<file path="config.mk">
export PLATFORM = sky130hd
export DESIGN_NAME = signed_window_scalar_recoder_unit
export DESIGN_NICKNAME = d
export VERILOG_FILES = /design/src/rtl/swsr_pkg.sv /design/src/rtl/swsr_digit.sv /design/src/rtl/signed_window_scalar_recoder_unit.sv
export SDC_FILE = /design/constraint.sdc
export NUM_CORES = 1
export LEC_CHECK = 0
export ABC_AREA = 1
export BUFFER_PORTS_ARGS = -buffer_cell sky130_fd_sc_hd__buf_4
export CORE_UTILIZATION = 27
export CTS_CLUSTER_SIZE = 14
export DETAILED_ROUTE_END_ITERATION = 8
export GPL_TIMING_DRIVEN = 0
export PLACE_DENSITY = 0.46
export SLEW_MARGIN = 30
export SYNTH_ARGS = -nofsm -noshare
export SYNTH_HDL_FRONTEND = slang
export SYNTH_SLANG_ARGS = --single-unit
export TNS_END_PERCENT = 1
</file>
<file path="constraint.sdc">
create_clock -name clk -period 5.6 [get_ports clk]
set_input_delay 0.28 -clock clk [delete_from_list [all_inputs] [get_ports clk]]
set_output_delay 0.28 -clock clk [all_outputs]
set_load 0.02 [all_outputs]
</file>
<file path="src/rtl/swsr_pkg.sv">
package swsr_pkg;

	localparam int SCALAR_BYTES = 32;
	localparam int SCALAR_BITS  = 256;

	localparam int BYTE_W  = 8;
	localparam int WIN_W   = 4;
	localparam int DIGIT_W = 11;
	localparam int INDEX_W = 6;
	localparam int BUF_W   = 32;
	localparam int HELD_W  = 9;
	localparam int CNT_W   = $clog2(SCALAR_BYTES) + 1;
	localparam int NDIG_W  = INDEX_W + 1;
	localparam int NRES_W  = 2;
	localparam int VAL_W   = DIGIT_W + 1;

	localparam logic [WIN_W-1:0]  WIN_MIN   = WIN_W'(4);
	localparam logic [WIN_W-1:0]  WIN_MAX   = WIN_W'(11);
	localparam logic [WIN_W-1:0]  WIN_RESET = WIN_W'(4);
	localparam logic [NRES_W-1:0] MAX_RES   = NRES_W'(3);
	localparam logic [CNT_W-1:0]  LAST_CNT  = CNT_W'(SCALAR_BYTES);

	// per-scalar recoder state
	typedef struct packed {
		logic [BUF_W-1:0]   bits;
		logic [HELD_W-1:0]  held;
		logic               carry;
		logic [CNT_W-1:0]   cnt;
		logic [INDEX_W-1:0] idx;
	} st_t;

	// clamp window to the supported range
	function automatic logic [WIN_W-1:0] eff_win(input logic [WIN_W-1:0] w);
		logic [WIN_W-1:0] r;
		r = w;
		if (w < WIN_MIN) r = WIN_MIN;
		if (w > WIN_MAX) r = WIN_MAX;
		return r;
	endfunction

	// digits per scalar: ceil(SCALAR_BITS / w)
	function automatic logic [NDIG_W-1:0] digits_per_scalar(input logic [WIN_W-1:0] w);
		logic [NDIG_W-1:0] n;
		unique case (w)
			WIN_W'(4):  n = NDIG_W'((SCALAR_BITS + 3) / 4);
			WIN_W'(5):  n = NDIG_W'((SCALAR_BITS + 4) / 5);
			WIN_W'(6):  n = NDIG_W'((SCALAR_BITS + 5) / 6);
			WIN_W'(7):  n = NDIG_W'((SCALAR_BITS + 6) / 7);
			WIN_W'(8):  n = NDIG_W'((SCALAR_BITS + 7) / 8);
			WIN_W'(9):  n = NDIG_W'((SCALAR_BITS + 8) / 9);
			WIN_W'(10): n = NDIG_W'((SCALAR_BITS + 9) / 10);
			default:    n = NDIG_W'((SCALAR_BITS + 10) / 11);
		endcase
		return n;
	endfunction

endpackage

</file>
<file path="src/rtl/swsr_digit.sv">
// One signed-window digit step: low w bits plus carry, recentred.
module swsr_digit (
	input  logic [swsr_pkg::BUF_W-1:0]   bits,
	input  logic                         carry_in,
	input  logic [swsr_pkg::WIN_W-1:0]   win,
	output logic [swsr_pkg::DIGIT_W-1:0] digit,
	output logic                         carry_out,
	output logic [swsr_pkg::BUF_W-1:0]   bits_rest
);

	logic [swsr_pkg::VAL_W-1:0] radix;
	logic [swsr_pkg::VAL_W-1:0] half;
	logic [swsr_pkg::VAL_W-1:0] chunk;
	logic [swsr_pkg::VAL_W-1:0] val;
	logic [swsr_pkg::VAL_W-1:0] wrapped;

	always_comb begin
		radix     = swsr_pkg::VAL_W'(1) << win;
		half      = radix >> 1;
		chunk     = bits[swsr_pkg::VAL_W-1:0] & (radix - swsr_pkg::VAL_W'(1));
		val       = chunk + swsr_pkg::VAL_W'(carry_in);
		wrapped   = val - radix;
		carry_out = (val >= half);
		digit     = carry_out ? wrapped[swsr_pkg::DIGIT_W-1:0] : val[swsr_pkg::DIGIT_W-1:0];
		bits_rest = bits >> win;
	end

endmodule

</file>
<file path="src/rtl/signed_window_scalar_recoder_unit.sv">
// Signed-window scalar recoder. Scalar bytes arrive least significant first on
// the s_ stream; each 256-bit scalar (32 beats) is recoded into ceil(256/w)
// signed radix-2^w digits, lowest first, on the m_ stream, the top digit
// flagged by m_tlast and carrying the final carry unreduced. The window w is
// set by cfg_wr_data (4..11, out-of-range values clamp; reset value 4) and
// should only be written between beats. Timing: one input register, one
// digit step per cycle through the state registers, one output register.
// Each step yields at most one digit, so one result beat per cycle is the
// ceiling. The step after a byte merges its insertion with the first digit,
// and a lookahead frees the state registers with the last digit of a byte,
// so the next byte is taken by the very next step, with no idle step. While
// a result waits for m_tready the state stalls and only the input register
// can still take one beat. A byte's first digit passes the input register
// and then the output register, where m_tvalid rises.
module signed_window_scalar_recoder_unit (
	input  logic                               clk,
	input  logic                               arst_n,
	// window width register
	input  logic                               cfg_wr_en,
	input  logic [swsr_pkg::WIN_W-1:0]         cfg_wr_data,
	// scalar byte stream
	input  logic                               s_tvalid,
	output logic                               s_tready,
	input  logic [7:0]                         s_tdata,   // [7:0] scalar_byte
	// digit stream
	output logic                               m_tvalid,
	input  logic                               m_tready,
	output logic [23:0]                        m_tdata,   // [10:0] digit, [16:11] digit_index
	output logic                               m_tlast    // last_digit
);

	// config
	logic [swsr_pkg::WIN_W-1:0]   win_q;
	logic [swsr_pkg::WIN_W-1:0]   win;
	logic [swsr_pkg::NDIG_W-1:0]  ndig;

	// input register
	logic                         in_vld_s1;
	logic [swsr_pkg::BYTE_W-1:0]  in_byte_s1;

	// recoder state
	swsr_pkg::st_t                st_q;
	logic                         busy_q;     // byte inserted, digits still due
	logic [swsr_pkg::NRES_W-1:0]  nres_q;     // digits sent for current byte

	// output register
	logic                         out_vld_q;
	logic [swsr_pkg::DIGIT_W-1:0] out_digit_q;
	logic [swsr_pkg::INDEX_W-1:0] out_idx_q;
	logic                         out_last_q;

	// step logic
	swsr_pkg::st_t                view;
	swsr_pkg::st_t                post;
	logic [swsr_pkg::NRES_W-1:0]  view_nres;
	logic [swsr_pkg::NRES_W-1:0]  post_nres;
	logic [swsr_pkg::BUF_W-1:0]   ins_bits;
	logic                         step_en;
	logic                         take;
	logic                         can_dig;
	logic                         can_top;
	logic                         more;
	logic [swsr_pkg::DIGIT_W-1:0] dig;
	logic                         dig_carry;
	logic [swsr_pkg::BUF_W-1:0]   dig_rest;
	logic [swsr_pkg::BUF_W-1:0]   top_sum;

	function automatic logic dig_ok(input swsr_pkg::st_t s,
			input logic [swsr_pkg::NRES_W-1:0] n,
			input logic [swsr_pkg::WIN_W-1:0] w,
			input logic [swsr_pkg::NDIG_W-1:0] nd);
		return (s.held >= swsr_pkg::HELD_W'(w)) &&
			((swsr_pkg::NDIG_W'(s.idx) + swsr_pkg::NDIG_W'(1)) < nd) &&
			(n < swsr_pkg::MAX_RES);
	endfunction

	function automatic logic top_ok(input swsr_pkg::st_t s,
			input logic [swsr_pkg::NRES_W-1:0] n);
		return (s.cnt >= swsr_pkg::LAST_CNT) && (n < swsr_pkg::MAX_RES);
	endfunction

	assign win  = swsr_pkg::eff_win(win_q);
	assign ndig = swsr_pkg::digits_per_scalar(win);

	swsr_digit u_digit (
		.bits      (view.bits),
		.carry_in  (view.carry),
		.win       (win),
		.digit     (dig),
		.carry_out (dig_carry),
		.bits_rest (dig_rest)
	);

	always_comb begin
		step_en  = (!out_vld_q || m_tready) && (busy_q || in_vld_s1);
		take     = step_en && !busy_q;
		ins_bits = swsr_pkg::BUF_W'(in_byte_s1) << st_q.held;

		// state as seen by this step: pending byte merged in when starting one
		view      = st_q;
		view_nres = nres_q;
		if (!busy_q) begin
			view.bits = st_q.bits | ins_bits;
			view.held = st_q.held + swsr_pkg::HELD_W'(swsr_pkg::BYTE_W);
			if (st_q.cnt < swsr_pkg::LAST_CNT) begin
				view.cnt = st_q.cnt + swsr_pkg::CNT_W'(1);
			end
			view_nres = '0;
		end

		can_dig = dig_ok(view, view_nres, win, ndig);
		can_top = top_ok(view, view_nres);
		top_sum = view.bits + swsr_pkg::BUF_W'(view.carry);

		post       = view;
		post.bits  = dig_rest;
		post.held  = view.held - swsr_pkg::HELD_W'(win);
		post.carry = dig_carry;
		post.idx   = view.idx + swsr_pkg::INDEX_W'(1);
		post_nres  = view_nres + swsr_pkg::NRES_W'(1);
		more       = dig_ok(post, post_nres, win, ndig) || top_ok(post, post_nres);
	end

	assign s_tready = !in_vld_s1 || take;

	always_ff @(posedge clk or negedge arst_n) begin
		if (!arst_n) begin
			win_q <= swsr_pkg::WIN_RESET;
		end else if (cfg_wr_en) begin
			win_q <= cfg_wr_data;
		end
	end

	// input register
	always_ff @(posedge clk or negedge arst_n) begin
		if (!arst_n) begin
			in_vld_s1 <= 1'b0;
		end else if (s_tvalid && s_tready) begin
			in_vld_s1 <= 1'b1;
		end else if (take) begin
			in_vld_s1 <= 1'b0;
		end
	end

	always_ff @(posedge clk) begin
		if (s_tvalid && s_tready) begin
			in_byte_s1 <= s_tdata;
		end
	end

	// recoder state
	always_ff @(posedge clk or negedge arst_n) begin
		if (!arst_n) begin
			st_q   <= '0;
			busy_q <= 1'b0;
			nres_q <= '0;
		end else if (step_en) begin
			if (can_dig) begin
				st_q   <= post;
				busy_q <= more;
				nres_q <= post_nres;
			end else if (can_top) begin
				st_q   <= '0;
				busy_q <= 1'b0;
				nres_q <= '0;
			end else begin
				// byte yields nothing yet: keep its bits and wait for the next
				st_q   <= view;
				busy_q <= 1'b0;
				nres_q <= '0;
			end
		end
	end

	// output register
	always_ff @(posedge clk or negedge arst_n) begin
		if (!arst_n) begin
			out_vld_q <= 1'b0;
		end else if (step_en && (can_dig || can_top)) begin
			out_vld_q <= 1'b1;
		end else if (m_tready) begin
			out_vld_q <= 1'b0;
		end
	end

	always_ff @(posedge clk) begin
		if (step_en && (can_dig || can_top)) begin
			out_idx_q  <= view.idx;
			out_last_q <= !can_dig;
			out_digit_q <= can_dig ? dig : top_sum[swsr_pkg::DIGIT_W-1:0];
		end
	end

	assign m_tvalid = out_vld_q;
	assign m_tdata  = {7'b0, out_idx_q, out_digit_q};
	assign m_tlast  = out_last_q;

endmodule
</file>
Word level (Yosys, flattened, before mapping) --
Cells that the tools add are included.
Word-level totals: flip-flop bits (word level) 89, input bits 17, output and inout port bits 27, word-level logic and storage cells 88
Cells by class: add/sub/neg operators 11, order comparisons 11, equality and inequality tests 7, shift-type cells 3, multiplexer cells 17, bitwise gates (word level) 2, reductions and logical operators 23
Operators by type and width (count):
- two-way mux 54 bit | 2
- case mux 7 bit (7 select lines) | 1
- two-way mux 41 bit | 1
- bitwise OR 32 bit | 1
- << shifter 8 x 9 -> 32 bit | 1
- right shift 32 x 4 -> 32 bit | 1
- two-way mux 11 bit | 2
- greater-or-equal comparator 9 x 4 -> 1 bit | 2
- equality test 4 x 3 -> 1 bit (second input constant) | 4
- adder 6 x 1 -> 7 bit (second input constant) | 2
- < comparator 7 bit | 2
- adder 12 x 1 -> 12 bit | 1
- adder 6 x 1 -> 6 bit (second input constant) | 2
- AND 12 bit | 1
- equality test 4 bit (second input constant) | 3
- greater-or-equal comparator 12 x 11 -> 1 bit | 1
- two-way mux 6 bit | 2
- << shifter 1 x 4 -> 12 bit (first input constant) | 1
- subtractor 12 x 1 -> 12 bit (second input constant) | 1
- adder 11 x 1 -> 11 bit | 1
- subtractor 11 bit | 1
- logical AND 1 bit | 10
- adder 9 x 4 -> 9 bit (second input constant) | 1
- subtractor 9 x 4 -> 9 bit | 1
- other kinds (13) | 29

Longest topological paths before layout --
Gate-level depths: netlist of the first run.
word-level depth 11, gate-level depth with buffers 29, gate-level depth less buffers 28

By module --
A second synthesis of the first run with hierarchy kept.
Unflattened totals: cells, all modules 1423, area, all modules 8937.3 µm²
Modules (own cells, without submodules):
- signed_window_scalar_recoder_unit | times used 1, cells an instance 864, area an instance 6180.9 µm², seq. area each 2358.5 µm²
- swsr_digit | times used 1, cells an instance 559, area an instance 2756.4 µm², seq. area each 0.0 µm²

Least setup slack after synthesis of the first run --
Ideal clock, no wire load.
path kind register to register, start point register st_q[14] in the netlist's numbering, end point register out_digit_q[1] in the netlist's numbering (data pin), library setup time 0.257 ns, data arrival time 3.264 ns, required time 5.344 ns, setup slack 2.080 ns, cell stages (with the launch flop) 27, path buffers 3, period minus slack after synthesis 3.520 ns, path through dfrtp_1 buf_2 inv_1 buf_2 nand4_1 o21bai_1 ha_1 inv_1 nor2_2 nand3_1 nor2_1 nand2_1 nor2_4 xor2_1 inv_1 ha_1 inv_1 nor3_1 a211oi_1 nand2_1 nand2_1 nand2_1 nand2_1 nand3_4 buf_6 nor2_1 o21ai_1
On the way: word-level cells in the longest chain between the ends 8, elaborated cells between the ends (all ways) 14, classes of those cells add/sub (4); order compare (2); shift (1); mux (3); bitwise (2); reduce/logical (2)
Ends and longest elaborated chain:
- start, declared | RTL line signed_window_scalar_recoder_unit.sv:42 | swsr_pkg::st_t st_q;
- start signal, assigned | RTL line signed_window_scalar_recoder_unit.sv:159 | st_q <= post;
- start signal, assigned | RTL line signed_window_scalar_recoder_unit.sv:168 | st_q <= view;
- << shifter 8 x 9 -> 32 bit | RTL line signed_window_scalar_recoder_unit.sv:97 | ins_bits = swsr_pkg::BUF_W'(in_byte_s1) << st_q.held;
- bitwise OR 32 bit | RTL line signed_window_scalar_recoder_unit.sv:103 | view.bits = st_q.bits | ins_bits;
- two-way mux 41 bit * | RTL line signed_window_scalar_recoder_unit.sv:102 | if (!busy_q) begin
- AND 12 bit | RTL line swsr_digit.sv:20 | chunk = bits[swsr_pkg::VAL_W-1:0] & (radix - swsr_pkg::VAL_W'(1));
- adder 12 x 1 -> 12 bit | RTL line swsr_digit.sv:21 | val = chunk + swsr_pkg::VAL_W'(carry_in);
- subtractor 11 bit or greater-or-equal comparator 12 x 11 -> 1 bit (tied branches) | RTL line swsr_digit.sv:22, swsr_digit.sv:23
- two-way mux 11 bit | RTL line swsr_digit.sv:24 | digit = carry_out ? wrapped[swsr_pkg::DIGIT_W-1:0] : val[swsr_pkg::DIGIT_W-1:0];
- two-way mux 11 bit * | RTL line signed_window_scalar_recoder_unit.sv:190 | out_digit_q <= can_dig ? dig : top_sum[swsr_pkg::DIGIT_W-1:0];
- end signal, assigned | RTL line signed_window_scalar_recoder_unit.sv:190
- end, declared | RTL line signed_window_scalar_recoder_unit.sv:48 | logic [swsr_pkg::DIGIT_W-1:0] out_digit_q;
Mark *: on every way between the ends. The rest lies on a longest branch, timed or not. A chain may end at the register's enable or synchronous reset.

Worst setup path after layout of the first run --
start point register win_q[3] in the netlist's numbering, end point register out_digit_q[7] in the netlist's numbering (enable)
On the way: word-level cells in the longest chain between the ends 10, elaborated cells between the ends (all ways) 18, classes of those cells order compare (4); eq/ne (7); mux (3); reduce/logical (4)
Ends and longest elaborated chain:
- start, declared | RTL line signed_window_scalar_recoder_unit.sv:33 | logic [swsr_pkg::WIN_W-1:0] win_q;
- start signal, assigned | RTL line signed_window_scalar_recoder_unit.sv:128 | win_q <= swsr_pkg::WIN_RESET;
- start signal, assigned | RTL line signed_window_scalar_recoder_unit.sv:130 | win_q <= cfg_wr_data;
- < comparator 4 x 3 -> 1 bit | RTL line swsr_pkg.sv:36 | if (w < WIN_MIN) r = WIN_MIN;
- two-way mux 4 bit | RTL line swsr_pkg.sv:36
- two-way mux 4 bit * | RTL line swsr_pkg.sv:37 | if (w > WIN_MAX) r = WIN_MAX;
- equality test 4 bit or equality test 4 x 3 -> 1 bit (tied branches) | RTL line swsr_pkg.sv:44 | unique case (w)
- case mux 7 bit (7 select lines) | RTL line swsr_pkg.sv:44
- < comparator 7 bit | RTL line signed_window_scalar_recoder_unit.sv:73 | ((swsr_pkg::NDIG_W'(s.idx) + swsr_pkg::NDIG_W'(1)) < nd) &&
- logical AND 1 bit * | RTL line signed_window_scalar_recoder_unit.sv:72 | return (s.held >= swsr_pkg::HELD_W'(w)) &&
- logical AND 1 bit * | RTL line signed_window_scalar_recoder_unit.sv:73
- logical OR 1 bit * | RTL line signed_window_scalar_recoder_unit.sv:187 | if (step_en && (can_dig || can_top)) begin
- logical AND 1 bit * | RTL line signed_window_scalar_recoder_unit.sv:187
Marks and branches as above.

==> load_flow_metrics.sql, run 1 <==
INSERT INTO impl_metrics (metric_group, metric, value, unit) VALUES
('finish', 'filler_cell_count', '3228', ''),
('synthesis', 'synth-edff-count', '26', ''),
('pwr', 'p_switching', '3.22', 'mW'),
('grt', 'grt_pass1_wl', '41700', 'µm'),
('grt', 'groute.usage.overall', '17.9', '%'),
('outcome', 'outcome', 'completed', ''),
('drt', 'ant_nets', '0', ''),
('synthesis', 'post_synth_instance_area', '7970', 'µm²'),
('place', 'port_buffers', '36', ''),
('grt', 'pin_count_of_the_biggest_net_entering_global_routing', '64', ''),
('drt', 'vias_per_cell', '4.83', ''),
('drt', 'via_count', '7728', ''),
('synthesis', 'yosysWarningCount', '0', ''),
('clock_tree', 'clkTransAtPathRegs', '0.07', 'ns'),
('synthesis', 'post_synth.cell_area_avg', '6.93', 'µm²'),
('timing', 'whs', '0.0904', 'ns'),
('critical_path', 'worstPathBufferInverterCount', '7', ''),
('critical_path', 'worst-setup-path-type', 'flip-flop to flip-flop', ''),
('synthesis', 'post_synth_main_area_contributors', 'dfrtp_1 19%, nand2_1 14%, edfxtp_1 9.8%, ha_1 7.5%, inv_1 7.5%', ''),
('floorplanning', 'die-area', '30200', 'µm²'),
('floorplanning', 'fp-row-count', '62', ''),
('floorplanning', 'chipHeight', '174', 'µm'),
('finish', 'post_layout_cell_count', '1599', ''),
('floorplanning', 'start_util', '27.6', '%'),
('timing', 'timing.final.hold_violations', '0', ''),
('pwr', 'power.density', '651', 'nW/µm²'),
('clock_tree', 'cts.repair.resized', '0', ''),
('critical_path', 'regToRegSetupSlack', '0.83', 'ns'),
('drt', 'drt-initial-drc-count', '525', ''),
('finish', 'area_growth_syn_to_layout', '13.9', '%'),
('timing', 'maxSlewViolCount', '0', ''),
('synthesis', 'post_synth_most_frequent_cells', '291 x nand2_1, 160 x inv_1, 87 x o21ai_0', ''),
('critical_path', 'critical_path_start_type', 'flip-flop', ''),
('clock_tree', 'bufs_on_longest_clock_path', '2', ''),
('finish', 'n_antenna_cell', '0', ''),
('timing', 'final_period_minus_worst_setup_slack', '4.77', 'ns'),
('critical_path', 'crit_slowest_cell', 'buf_2', ''),
('critical_path', 'cp.arrival', '4.76', 'ns'),
('critical_path', 'worst_path_largest_cell_delay', '0.60', 'ns'),
('clock_tree', 'ctsRootBufferMaster', 'clkbuf_16', ''),
('drt', 'firstDrtPassIters', '5', ''),
('drt', 'detail_route.drc_violations', '0', ''),
('place', 'dpl-instance-area', '8770', 'µm²'),
('pwr', 'power.combinational.fraction', '68.6', '%'),
('pwr', 'intPower', '2.68', 'mW'),
('timing', 'worst_clock_skew', '0.00865', 'ns'),
('finish', 'utilization', '31.4', '%'),
('finish', 'final_layout_size_suffix_gt1_share', '12.1', '%'),
('timing', 'period_share', '85.1', '%'),
('critical_path', 'timing.critical_path.max_delay_family', 'simple AND/OR/NAND/NOR gates', ''),
('clock_tree', 'h-tree-depth', '3', ''),
('pwr', 'switching_share', '54.5', '%'),
('clock_tree', 'numClockSinks', '89', ''),
('place', 'gp_congestion', '0.900', ''),
('critical_path', 'worst_setup_path_end_kind', 'flip-flop', ''),
('synthesis', 'yosys.cell_count.top_type', 'nand2_1', ''),
('drt', 'post_drt_wl_per_cell', '16.5', 'µm'),
('pwr', 'peakVddDrop', '0.224', 'mV'),
('clock_tree', 'cts-buffers-inserted', '9', ''),
('critical_path', 'critical_path_required', '5.60', 'ns'),
('grt', 'grt_remaining_overflow', '0', ''),
('pwr', 'pwr-share-seq', '20.7', '%'),
('timing', 'relSlewSlack', '39.3', '%'),
('place', 'placed_cells_incl_taps', '1582', ''),
('worst_hold_path', 'timing.hold.worst.class', 'input pin to flip-flop', ''),
('place', 'place_hpwl', '20600', 'µm'),
('grt', 'first_global_vias', '7428', ''),
('flow_run', 'max_cap_violations', '0', ''),
('pwr', 'p_clk_share', '10.7', '%'),
('critical_path', 'cp_cell_sequence', 'buf_4 -> nand2_2 -> inv_1 -> nor2_2 -> nor2_4 -> clkbuf_1 -> nand2_1 -> inv_1 -> nand2_1 -> inv_1 -> nor4_1 -> ha_1 -> nand2_1 -> o21ai_0 -> a21oi_1 -> nand3_4 -> nand2_4 -> inv_4 -> nor2_2 -> buf_2', ''),
('timing', 'setup_total_negative_slack', '0', 'ns');
[cell type report]
type / count / area [µm²] / share of cell area (%)
Clock inverter: 6 / 40.0 / 0.441
Tap cell: 384 / 480 / 5.30
Inverter: 170 / 643 / 7.09
Buffer: 52 / 290 / 3.20
Clock buffer: 10 / 250 / 2.76
Sequential cell: 89 / 2360 / 26.0
Timing Repair Buffer: 37 / 284 / 3.13
Multi-Input combinational cell: 851 / 4720 / 52.1
[final timing paths]
kind / from / to / depth (start not counted)
setup / recovery: win_q[3] / out_digit_q[7] / 20
hold / removal: s_tdata[2] / in_byte_s1[2] / 1
setup reg to reg: win_q[3] / out_digit_q[7] / 20
hold reg to reg: st_q[26] / st_q[26] / 2
max in group asynchronous: arst_n / st_q[39] / 2
min in group asynchronous: arst_n / m_tvalid / 2
[through the flow]
| stage | power (mW) | setup WS, ns |
|---|---|---|
| 3_3_place_gp | 5.26 | 0.791 |
| 6_report | 5.90 | 0.833 |
| 2_1_floorplan | 4.06 | 2.08 |
| 4_1_cts | 5.93 | 0.731 |
| 3_5_place_dp | 5.26 | 0.753 |
| 5_1_grt | 6.47 | 0.371 |
[flip-flops by register name, indices dropped and copies added (netlist names)]
name,flops
busy_q,1
in_byte_s1,8
in_vld_s1,1
m_tlast,1
m_tvalid,1
nres_q,2
out_digit_q,11
out_idx_q,6
st_q,54
win_q,4
[routing by layer]
| metal | part of all wire (%) | wire length, µm | global-route usage, % |
|---|---|---|---|
| met1 | 48 | 12700 | 24.1 |
| met2 | 46 | 12300 | 29.8 |
| met3 | 3.8 | 995 | 2.13 |
| met4 | 1.9 | 499 | 5.23 |
| met5 | 0 | 0 | 0 |
[cell families after synthesis]
kind of cell | after synthesis | share of synthesized area, %
buffers and inverters | 222 | 11.7
and+or+nand+nor | 522 | 30.4
AOI/OAI and AO/OA | 229 | 16.3
xor gates and xnor gates | 33 | 3.63
muxes | 4 | 0.518
adders and majority gates | 49 | 7.79
DFF | 89 | 29.6
other | 2 | 0.0943
[what timing repair did]
item / 4_1_cts / 5_1_grt
endpoints found under the setup margin: 0 / 0
endpoints found under the hold margin: 0 / 37
hold buffers: 0 / 1
[worst register-to-register path, cell delays in order (launching register included)]
cell and delay [ns]:
dfrtp_1 0.37, buf_4 0.19, nand2_2 0.10, inv_1 0.05, nor2_2 0.16, nor2_4 0.11
clkbuf_1 0.33, nand2_1 0.20, inv_1 0.06, nand2_1 0.13, inv_1 0.07, nor4_1 0.50
ha_1 0.36, nand2_1 0.08, o21ai_0 0.09, a21oi_1 0.31, nand3_4 0.19, nand2_4 0.20
inv_4 0.11, nor2_2 0.16, buf_2 0.60
[placed cells by master (no fill, tap or decap), types with 11 or more instances in the layout]
cell type,synthesis,final
nand2_1,291,291
inv_1,160,160
o21ai_0,87,87
nand3_1,82,82
a21oi_1,67,66
dfrtp_1,62,62
nor2_1,58,58
buf_4,13,48
ha_1,48,48
nand4_1,29,29
edfxtp_1,26,26
xor2_1,24,24
o21ai_1,21,21
clkbuf_1,20,20
conb_1,2,14
buf_2,13,13
nand2_2,12,12
o211ai_1,11,11
[power by group through the flow]
stage / clock, mW / sequential (mW) / combinational, mW
3_5_place_dp: 0 / 1.24 / 4.02
2_1_floorplan: 0 / 1.28 / 2.77
3_3_place_gp: 0 / 1.24 / 4.02
6_report: 0.631 / 1.22 / 4.05
4_1_cts: 0.655 / 1.23 / 4.05
5_1_grt: 0.671 / 1.26 / 4.54
Power figures use the tool's default switching activity.
==> run 2, diff against run 1 <==
--- a/config.mk
+++ b/config.mk
@@ -7,11 +7,11 @@
 export LEC_CHECK = 0
 export ABC_AREA = 1
 export BUFFER_PORTS_ARGS = -buffer_cell sky130_fd_sc_hd__buf_4
-export CORE_UTILIZATION = 27
+export CORE_UTILIZATION = 58
 export CTS_CLUSTER_SIZE = 14
 export DETAILED_ROUTE_END_ITERATION = 8
 export GPL_TIMING_DRIVEN = 0
-export PLACE_DENSITY = 0.46
+export PLACE_DENSITY = 0.8
 export SLEW_MARGIN = 30
 export SYNTH_ARGS = -nofsm -noshare
 export SYNTH_HDL_FRONTEND = slang
==> load_flow_metrics.sql, run 2 (same netlist as run 1, synthesis figures left out) <==
INSERT INTO impl_metrics (metric_group, metric, value, unit) VALUES
('outcome', 'outcome', 'completed', ''),
('finish', 'largest_reg_flops', '54', ''),
('critical_path', 'cp.arrival', '4.73', 'ns'),
('drt', 'detail_route.drc_violations', '0', ''),
('timing', 'period_share', '84.7', '%'),
('floorplanning', 'floorplan.die.width', '119', 'µm'),
('grt', 'grt_pass1_wl', '37600', 'µm'),
('grt', 'first_global_vias', '7511', ''),
('pwr', 'power.density', '674', 'nW/µm²'),
('grt', 'grt_remaining_overflow', '0', ''),
('drt', 'firstDrtPassIters', '6', ''),
('pwr', 'peakVddDrop', '0.388', 'mV'),
('clock_tree', 'cts-buffers-inserted', '9', ''),
('timing', 'timing_worst_slew_pin_value', '0.999', 'ns'),
('critical_path', 'worst_setup_path_end_kind', 'flip-flop', ''),
('grt', 'pin_count_of_the_biggest_net_entering_global_routing', '64', ''),
('drt', 'via_count', '8005', ''),
('place', 'place_hpwl', '17800', 'µm'),
('drt', 'post_drt_wl_per_cell', '16.7', 'µm'),
('drt', 'drt-initial-drc-count', '911', ''),
('timing', 'rsz0062_at_grt', 'no', ''),
('timing', 'whs', '0.0126', 'ns'),
('clock_tree', 'bufs_on_longest_clock_path', '2', ''),
('clock_tree', 'hold_buffers', '0', ''),
('timing', 'timing.final.hold_violations', '0', ''),
('floorplanning', 'die-area', '14200', 'µm²'),
('drt', 'ant_nets', '0', ''),
('place', 'port_buffers', '36', ''),
('timing', 'finalSetupViolations', '0', ''),
('timing', 'relSlewSlack', '33.4', '%'),
('timing', 'maxSlewViolCount', '0', ''),
('finish', 'max_flop_register', 'st_q', ''),
('timing', 'worst_clock_skew', '0.0100', 'ns'),
('floorplanning', 'core-area', '13300', 'µm²'),
('finish', 'reg_top3', 'st_q (54), out_digit_q (11), in_byte_s1 (8)', ''),
('clock_tree', 'clkLatencyLatePin', '0.36', 'ns'),
('drt', 'wire_length_reported_by_the_detailed_router', '23200', 'µm'),
('finish', 'post_layout_cell_count', '1390', ''),
('flow_run', 'max_cap_violations', '0', ''),
('timing', 'final_period_minus_worst_setup_slack', '4.74', 'ns'),
('floorplanning', 'chipHeight', '119', 'µm'),
('critical_path', 'path_max_fanout', '27', ''),
('timing', 'setup_total_negative_slack', '0', 'ns'),
('finish', 'final_design_area_no_fill', '8850', 'µm²'),
('clock_tree', 'cts_tree', 'built', ''),
('finish', 'n_antenna_cell', '0', ''),
('clock_tree', 'h-tree-depth', '3', ''),
('finish', 'area_growth_syn_to_layout', '11.0', '%'),
('clock_tree', 'cts.repair.resized', '0', ''),
('timing', 'max_freq', '0.211', 'GHz'),
('grt', 'groute.usage.overall', '34.3', '%'),
('finish', 'utilization', '66.5', '%'),
('place', 'placed_cells_incl_taps', '1374', ''),
('critical_path', 'critical_path_required', '5.59', 'ns'),
('floorplanning', 'fp-row-count', '42', ''),
('clock_tree', 'clkTransAtPathRegs', '0.07', 'ns'),
('floorplanning', 'start_util', '59.9', '%'),
('grt', 'antenna_found_initial', '0', ''),
('pwr', 'finalPower', '5.96', 'mW'),
('place', 'preCtsSetupSlack', '1.00', 'ns'),
('finish', 'seq_area', '2360', 'µm²'),
('finish', 'final_cell_mix', '291 x nand2_1, 160 x inv_1, 87 x o21ai_0', ''),
('critical_path', 'crit_slowest_cell', 'dfstp_2', ''),
('worst_hold_path', 'timing.hold.worst.class', 'input pin to async pin', ''),
('critical_path', 'critical_path_start_type', 'flip-flop', ''),
('place', 'gp_congestion', '1.00', ''),
('finish', 'layout.cells.most_common', 'nand2_1', ''),
('finish', 'filler_cell_count', '1160', ''),
('critical_path', 'worst_path_largest_cell_delay', '0.57', 'ns'),
('timing', 'final_critical_path_setup_slack', '0.859', 'ns'),
('pwr', 'power.leakage', '4.45', 'nW'),
('finish', 'multi_input_comb_area', '4720', 'µm²'),
('finish', 'finish.net_count', '1275', ''),
('clock_tree', 'ctsRootBufferMaster', 'clkbuf_16', ''),
('critical_path', 'cp_cell_sequence', 'nand2_2 -> inv_1 -> nor2_2 -> nor2_4 -> clkbuf_1 -> nand2_1 -> inv_1 -> nand2_1 -> inv_1 -> a21oi_1 -> ha_1 -> a21oi_1 -> o21ai_0 -> a21oi_1 -> nand3_4 -> nand2_4 -> inv_4 -> nor2_2 -> buf_2', ''),
('drt', 'vias_per_cell', '5.76', ''),
('critical_path', 'worst-setup-path-type', 'flip-flop to flip-flop', ''),
('finish', 'final_layout_size_suffix_gt1_share', '12.1', '%'),
('clock_tree', 'cts_post_setup_buffers_inserted', '0', ''),
('floorplanning', 'design.portCount', '44', ''),
('place', 'dpl-instance-area', '8500', 'µm²'),
('clock_tree', 'numClockSinks', '89', '');
run 2: layer usage:
layer	up-vias	routed length [µm]	global-route usage [%]
met3	64	2330	8.57
met5	-	0	0
met1	3630	9870	45.5
met4	0	860	16.0
li1	3903	-	-
met2	408	10200	52.6
run 2: critical path: cells and delay by family (launching register included):
| kind | cells | cell delay (ns) |
|---|---|---|
| adders and majority gates | 1 | 0.32 |
| buffers and inverters | 6 | 1.53 |
| AOI/OAI and AO/OA | 4 | 0.64 |
| and+or+nand+nor | 8 | 1.30 |
| DFF | 1 | 0.57 |
run 2: area by class of cell:
cell class | instances | share of cell area, %
plain buffers | 52 | 3.28
clock buffers | 10 | 2.83
clock inverters | 6 | 1.06
inverters | 170 | 7.27
multi-input cells | 851 | 53.4
flip-flops and latches | 89 | 26.7
well taps | 176 | 2.49
repair buffers | 36 | 3.06
run 2: power breakdown:
part	switching, mW	internal [mW]	total [mW]	leakage [nW]
clock network	0.285	0.423	0.709	0.165
logic	2.72	1.31	4.03	3.27
registers	0.177	1.05	1.23	1.01
run 2: worst paths after layout:
check                      startpoint              to  slack [ns]  cells after the start
max                          win_q[2]  out_digit_q[5]        0.86                     19
min                            arst_n        st_q[45]        0.01                      1
max reg2reg                  win_q[2]  out_digit_q[5]        0.86                     19
min reg2reg                  st_q[27]        st_q[27]        0.50                      2
max in group asynchronous      arst_n        st_q[12]        5.02                      1
min in group clk           s_tdata[7]   in_byte_s1[7]        0.09                      1
